File: config.mk
export PLATFORM = sky130hd
export DESIGN_NAME = pmdp_dist
export DESIGN_NICKNAME = d
export VERILOG_FILES = /design/src/sv/pmdp_pkg.sv /design/src/sv/pmdp_dist.sv
export SDC_FILE = /design/constraint.sdc
export NUM_CORES = 1
export LEC_CHECK = 0
export ABC_CLOCK_PERIOD_IN_PS = 21900
export BUFFER_PORTS_ARGS = -buffer_cell sky130_fd_sc_hd__buf_4
export CORE_ASPECT_RATIO = 1.25
export CORE_MARGIN = 2
export CORE_UTILIZATION = 54
export CTS_CLUSTER_SIZE = 8
export DETAILED_ROUTE_END_ITERATION = 10
export GPL_ROUTABILITY_DRIVEN = 0
export PLACE_DENSITY = 0.72
export REMOVE_ABC_BUFFERS = 1
export SLEW_MARGIN = 20
export SYNTH_ARGS = -nofsm -noshare
export SYNTH_HDL_FRONTEND = slang
export SYNTH_SLANG_ARGS = --single-unit
File: constraint.sdc
create_clock -name clock -period 21.9 [get_ports clock]
set_clock_uncertainty 0.05 [all_clocks]
set_input_delay 4.38 -clock clock [delete_from_list [all_inputs] [get_ports clock]]
set_output_delay 4.38 -clock clock [all_outputs]
set_load 0.02 [all_outputs]
File: src/sv/pmdp_pkg.sv
package pmdp_pkg;

   // Default sizing
   localparam int MAX_POINTS_DEF = 1024;
   localparam int COORD_BITS_DEF = 16;

   // Register widths
   localparam int TARGET_W = 11;
   localparam int DIST_W   = 32;
   localparam int TRIES_W  = 24;
   localparam int CSR_W    = 32;
   localparam int CSR_IDX_W = 2;

   // Result word layout
   localparam int PIDX_W = 10;
   localparam int RSP_W  = 16;

   // Register indexes
   localparam logic [CSR_IDX_W-1:0] CSR_TARGET_COUNT = 2'd0;
   localparam logic [CSR_IDX_W-1:0] CSR_MIN_DIST_SQ  = 2'd1;
   localparam logic [CSR_IDX_W-1:0] CSR_MAX_TRIES    = 2'd2;

   // Register reset values
   localparam logic [TARGET_W-1:0] TARGET_RST = 11'd1;
   localparam logic [DIST_W-1:0]   DIST_RST   = 32'd0;
   localparam logic [TRIES_W-1:0]  TRIES_RST  = 24'd102400;

   typedef enum logic [2:0] {
      ST_IDLE,
      ST_FETCH,
      ST_AXIS,
      ST_DRAIN,
      ST_DONE
   } state_type;

   typedef enum logic [1:0] {
      AX_X,
      AX_Y,
      AX_Z
   } axis_type;

   // Control from the sequencer to the distance unit
   typedef struct packed {
      logic clear;   // start of a new candidate
      logic valid;   // one axis operand pair this cycle
      logic first;   // first axis of a stored point
      logic last;    // last axis of a stored point
   } dist_ctl_type;

endpackage

File: src/sv/pmdp_dist.sv
module pmdp_dist
   import pmdp_pkg::*;
#(
   parameter int COORD_BITS = COORD_BITS_DEF
) (
   input  logic                    clock,
   input  logic                    reset,
   input  dist_ctl_type            ctl,
   input  logic [COORD_BITS-1:0]   stored_coord,
   input  logic [COORD_BITS-1:0]   cand_coord,
   input  logic [DIST_W-1:0]       min_dist_sq,
   output logic                    busy,
   output logic                    hit
);

   localparam int SQ_W  = 2 * COORD_BITS;
   localparam int ACC_W = SQ_W + 2;
   localparam int CMP_W = (ACC_W > DIST_W) ? ACC_W : DIST_W;

   logic [COORD_BITS-1:0] diff;
   logic [COORD_BITS-1:0] mag;

   logic [SQ_W-1:0]  sq_ff, sq_in;
   logic             sq_v_ff, sq_v_in;
   logic             sq_first_ff, sq_first_in;
   logic             sq_last_ff, sq_last_in;
   logic [ACC_W-1:0] acc_ff, acc_in;
   logic [ACC_W-1:0] sum;
   logic             hit_ff, hit_in;

   // Two's-complement wrap of the difference is the periodic fold
   always_comb begin
      diff        = stored_coord - cand_coord;
      mag         = diff[COORD_BITS-1] ? (~diff + COORD_BITS'(1)) : diff;
      sq_in       = SQ_W'(mag) * SQ_W'(mag);
      sq_v_in     = ctl.valid;
      sq_first_in = ctl.first;
      sq_last_in  = ctl.last;
   end

   // Accumulate the axis squares, compare at the last axis
   always_comb begin
      sum    = (sq_first_ff ? '0 : acc_ff) + ACC_W'(sq_ff);
      acc_in = acc_ff;
      hit_in = hit_ff;
      if (ctl.clear) begin
         hit_in = 1'b0;
      end else if (sq_v_ff) begin
         acc_in = sum;
         if (sq_last_ff && (CMP_W'(sum) <= CMP_W'(min_dist_sq))) begin
            hit_in = 1'b1;
         end
      end
   end

   always_ff @(posedge clock) begin
      sq_ff       <= sq_in;
      sq_first_ff <= sq_first_in;
      sq_last_ff  <= sq_last_in;
      acc_ff      <= acc_in;
   end

   always_ff @(posedge clock) begin
      if (reset) begin
         sq_v_ff <= 1'b0;
         hit_ff  <= 1'b0;
      end else begin
         sq_v_ff <= sq_v_in;
         hit_ff  <= hit_in;
      end
   end

   assign busy = sq_v_ff;
   assign hit  = hit_ff;

endmodule

# Word level (Yosys, flattened, before mapping)
# Cells that the tools add are included.
[totals]
inputBits = 70
out_inout_bits = 2
regBits = 70
word_cells = 19
[op_classes]
muxes = 2
order_cmp = 1
n_mul = 1
bitwise = 2
reduce_logical = 4
addsub = 3
[ops]
columns = ["op", "n"]
rows = [
  ["$add 34x32->34", 1],
  ["$le 34x32->1", 1],
  ["$mux 34", 1],
  ["$mul 16x16->32", 1],
  ["$add 16x1->16 const B", 1],
  ["$mux 16", 1],
  ["$not 16->16", 1],
  ["$sub 16x16->16", 1],
  ["$reduce_and 2->1", 2],
  ["$reduce_or 2->1", 1],
  ["$logic_and 1x1->1", 1],
  ["$not 1->1", 1],
]

# Longest topological paths before layout
[depth]
ltp_word = 5
ltp_mapped = 36
depth_no_buf = 36

# Worst setup path after synthesis
# No wires, ideal clock.
[synth_timing]
kind = "in2reg"
from = "in stored_coord[0]"
to = "reg sq_ff[31]"
setup_ps = 121
cell_stages = 34
required_time_ps = 21729
n_path_buf = 1
arrival_time_ps = 12432
path_slack_ps = 9297
path_cell_list = "inv_1 ha_1 inv_1 fa_1 a21o_1 a221oi_1 xnor2_1 nor4_2 o2111ai_1 nor4_1 or3_1 and2_1 buf_2 nor2_1 ha_1 nor3_1 mux2_2 a211oi_1 fa_1 inv_1 fa_1 fa_1 fa_1 inv_1 fa_1 inv_1 ha_1 inv_1 or4_1 or4_1 a21oi_1 o211a_1 o22ai_1 xnor2_1"
[synth_between]
elab_chain_cells = 5
[synth_lines]
columns = ["element", "line_no", "source"]
rows = [
  ["start: declaration", "pmdp_dist.sv:9", "input logic [COORD_BITS-1:0] stored_coord,"],
  ["$sub 16x16->16 *", "pmdp_dist.sv:33", "diff = stored_coord - cand_coord;"],
  ["$not 16->16", "pmdp_dist.sv:34", "mag = diff[COORD_BITS-1] ? (~diff + COORD_BITS'(1)) : diff;"],
  ["$add 16x1->16", "pmdp_dist.sv:34", ""],
  ["$mux 16 *", "pmdp_dist.sv:34", ""],
  ["$mul 16x16->32 *", "pmdp_dist.sv:35", "sq_in = SQ_W'(mag) * SQ_W'(mag);"],
  ["via sq_in[31]", "pmdp_dist.sv:23", "logic [SQ_W-1:0] sq_ff, sq_in;"],
  ["end signal: assignment", "pmdp_dist.sv:57", "sq_ff <= sq_in;"],
  ["end: declaration", "pmdp_dist.sv:23", ""],
]
# The timed path passes the listed nets; every way through them passes the cells marked *.
# A chain may end at the register's enable or synchronous reset.

# Final worst setup path
# Same ends and word-level chain as after synthesis.

==> summary.txt <==
CLOCKING
----------------------------------------------------------------------------------
Clk sinks                                                                       69
CTS resizes                                                                      0
Worst skew pair latency                                                     340 ps
Clock buffers created by TritonCTS                                               9
CTS Root Buffer Type                                                     clkbuf_16
Post-cts hold buffer count                                                       0
Number of buffers between clock root and the deepest sink                        2
Clock tree from TritonCTS                                                      yes
Clock transition at the registers of the reported paths                      60 ps
Post-CTS Repair Setup Buffers                                                    0
Number of H-tree branching levels                                                3

CRITICAL PATH
----------------------------------------------------------------------------------
Number of cells on the worst reg-to-reg path                                    23
Kind of start point of the critical path                                input port
Data required time at the worst endpoint                                  22060 ps
Max incr delay on CP                                                        530 ps
Maximum fanout encountered on the critical timing path                          13
Worst R2R Setup Slack                                                     15790 ps
Worst reg2reg startpoint                                              sq_first_ff$_DFF_P_
Crit end category                                                        flip-flop
Data arrival time of the critical path                                    13530 ps
Worst path slowest cell                                                      or4_1
Start-to-end type of the worst setup path                             input port to flip-flop
End of the worst register-to-register path                            hit$_SDFFE_PP0P_

TIMING
----------------------------------------------------------------------------------
RSZ-0062 raised after global routing                                         false
Transition time at the pin with the least slew margin                      1042 ps
Hold Fails Final Rpt                                                             0
Setup TNS                                                                     0 ps
Tightest slew margin relative to the limit                                  30.35%
Endpoints failing setup                                                          0
Maximum achievable frequency                                           0.07480 GHz
Number of pins exceeding their max-slew limit in the final report                0
Final worst path period share                                               61.05%
Shortest clock period the worst path allows after layout                  13370 ps

PLACED DESIGN
----------------------------------------------------------------------------------
Number of instances in the placed design                                      1797
Standard cell area after detailed placement                              13630 µm²
DP HPWL                                                                   23900 µm
I/O Buffers                                                                     71

DETAILED ROUTING
----------------------------------------------------------------------------------
Post-route antenna net violation count                                           0
Highest signal layer in the routed design                                     met4
Met2 wire length                                                          13880 µm
Routed Wire Length                                                        27870 µm
Routed wire length on met3                                                 1019 µm
Detailed-route wire length on metal 1                                     11890 µm
Detailed Route Iter0 Violations                                                599
Number of DRC violations after detailed routing                                  0
Via-per-instance ratio                                                       5.466
Drt first pass iters                                                             6
DR vias                                                                       9910
Routed wire length per instance                                           15.37 µm

FINISH
----------------------------------------------------------------------------------
Share of final-layout standard cells stronger than drive strength 1         8.066%
Net count, final                                                              1931
Fill count                                                                    2039
N_diodes                                                                         0
Area of all sequential standard cells                                     1722 µm²
Post-route cell area                                                     13920 µm²
Area growth from synthesis to layout                                        9.559%
Area of the multi-input gates                                             9806 µm²
Non-filler instance count after layout                                        1813

DIE
----------------------------------------------------------------------------------
Area of the core                                                         23040 µm²
Num rows                                                                        62
Number of top-level pins                                                        72
Chip Width                                                                141.2 µm
Effective utilization at floorplan                                          55.16%
Chip height                                                               175.5 µm
Die outline area                                                         24790 µm²

HOLD PATH
----------------------------------------------------------------------------------
Cells on Worst Hold Path                                                         2
Launch point of the worst hold path                                   hit$_SDFFE_PP0P_
Hold-critical path endpoint                                           hit$_SDFFE_PP0P_
Classification of the worst-slack hold path                           flip-flop to flip-flop

GLOBAL ROUTING
----------------------------------------------------------------------------------
Largest net degree at the start of global routing                               36
Number of global-route vias before repair                                    10300
Global-route wire length before repair                                    47750 µm
GR Overflow Total                                                                0
Initial antenna violation count                                                  0
Aggregate global-route resource usage                                       23.70%

SYNTHESIS
----------------------------------------------------------------------------------
Yosys warning count                                                              0
Combined area of all synthesized cells                                   12710 µm²
Number of flops mapped to enable cells by yosys                                 34
Syn Inst Count                                                                1440
Async SR Flop Fraction                                                          0%
Portion of the post-synthesis area used by sequential elements              13.55%
Count of cell types in the netlist                                              72
Syn_area_per_cell                                                        8.826 µm²
Flip-flop and latch count after synthesis                                       69
Ys flop type                                                               dfxtp_1

RUN STATUS
----------------------------------------------------------------------------------
Outcome                                                               complete, no violations

RUN
----------------------------------------------------------------------------------
Count of maximum capacitance violations                                          0

==> area by class of cell <==
type,instances,area share (%)
flip-flops and latches,69,12.36
inverters,301,8.114
repair buffers,81,4.367
well taps,288,2.588
clock inverters,7,0.5301
multi-input cells,1058,70.42
clock buffers,9,1.617
==> placed cells by master (no fill, tap or decap), drive strengths merged, types with 35 or more instances in the layout <==
cell type,synthesis,layout
inv,299,301
ha,176,176
fa,165,165
nor2,117,117
nand2,107,107
buf,7,81
xnor2,62,62
a21oi,60,60
nor2b,47,47
o21ai,42,42
a21o,37,37
dfxtp,35,35
==> sequential cells by signal, summed over array words and instances, names as in the netlist <==
signal and count:
acc_ff 34, sq_ff 31, busy 1, hit 1, sq_first_ff 1, sq_last_ff 1
==> worst max path at each step <==
stage                          startpoint                 to  cells past startpoint
after floorplan           stored_coord[0]  sq_ff[31]$_DFF_P_                     29
after global placement    stored_coord[8]  sq_ff[31]$_DFF_P_                     32
after detailed placement  stored_coord[0]  sq_ff[31]$_DFF_P_                     34
after CTS                 stored_coord[0]  sq_ff[31]$_DFF_P_                     34
after global routing      stored_coord[0]  sq_ff[31]$_DFF_P_                     34
final                     stored_coord[0]  sq_ff[31]$_DFF_P_                     34
==> layer usage <==
layer | global-route usage, % | vias up
met3 | 1.990 | 82
met1 | 29.25 | 4709
met5 | 0 | -
met2 | 43.02 | 274
met4 | 8.917 | 0
li1 | - | 4845
==> critical path: cells and delay by family <==
kind            cells  cell delay (ps)
fa+ha+maj           9             3710
simple gates        8             2710
compound gates      7             1740
buf+inv             7              430
xor+xnor            2              280
mux                 1              270
==> stage by stage <==
step,hold WS (ps),utilization (%),worst slack [ps]
finish,426.7,60.44,8531
floorplan,481.0,-,9190
CTS,432.4,60.44,8603
global route,451.7,60.44,7894
global placement,402.1,59.14,8474
detailed placement,418.1,59.14,8243
==> synthesized netlist by cell type (7+ instances only) <==
| library cell | n | area share [%] |
|---|---|---|
| nor3_1 | 17 | 0.67 |
| dfxtp_1 | 35 | 5.5 |
| and3_1 | 22 | 1.1 |
| inv_1 | 292 | 8.6 |
| ha_1 | 176 | 17 |
| nand2b_1 | 7 | 0.34 |
| nand4_1 | 7 | 0.34 |
| xnor2_1 | 60 | 4.1 |
| a21o_1 | 37 | 2.2 |
| nand2_1 | 107 | 3.2 |
| edfxtp_1 | 34 | 8.0 |
| inv_2 | 7 | 0.21 |
| o21ai_0 | 37 | 1.5 |
| nor2b_1 | 47 | 2.3 |
| nand3_1 | 23 | 0.91 |
| o21a_1 | 15 | 0.89 |
| o211ai_1 | 8 | 0.47 |
| a21oi_1 | 58 | 2.3 |
| a211oi_1 | 10 | 0.59 |
| xor2_1 | 20 | 1.4 |
| clkbuf_1 | 14 | 0.41 |
| nor2_1 | 117 | 3.5 |
| o21bai_1 | 14 | 0.83 |
| fa_1 | 165 | 26 |
==> logic make-up (layout without fill, tap and decap cells) <==
group           Yosys count  count (layout)  synth area share, %
simple gates            373             373                13.84
fa+ha+maj               341             341                43.32
buf+inv                 322             398                9.628
compound gates          243             243                13.08
xor+xnor                 84              84                6.025
flops                    69              69                13.55
mux                       6               6               0.5021
other cells               2              11              0.05909
Power is left out: the tool's default activity adds up to more than one toggle a clock period on the data nets, which glitch-free logic cannot reach.
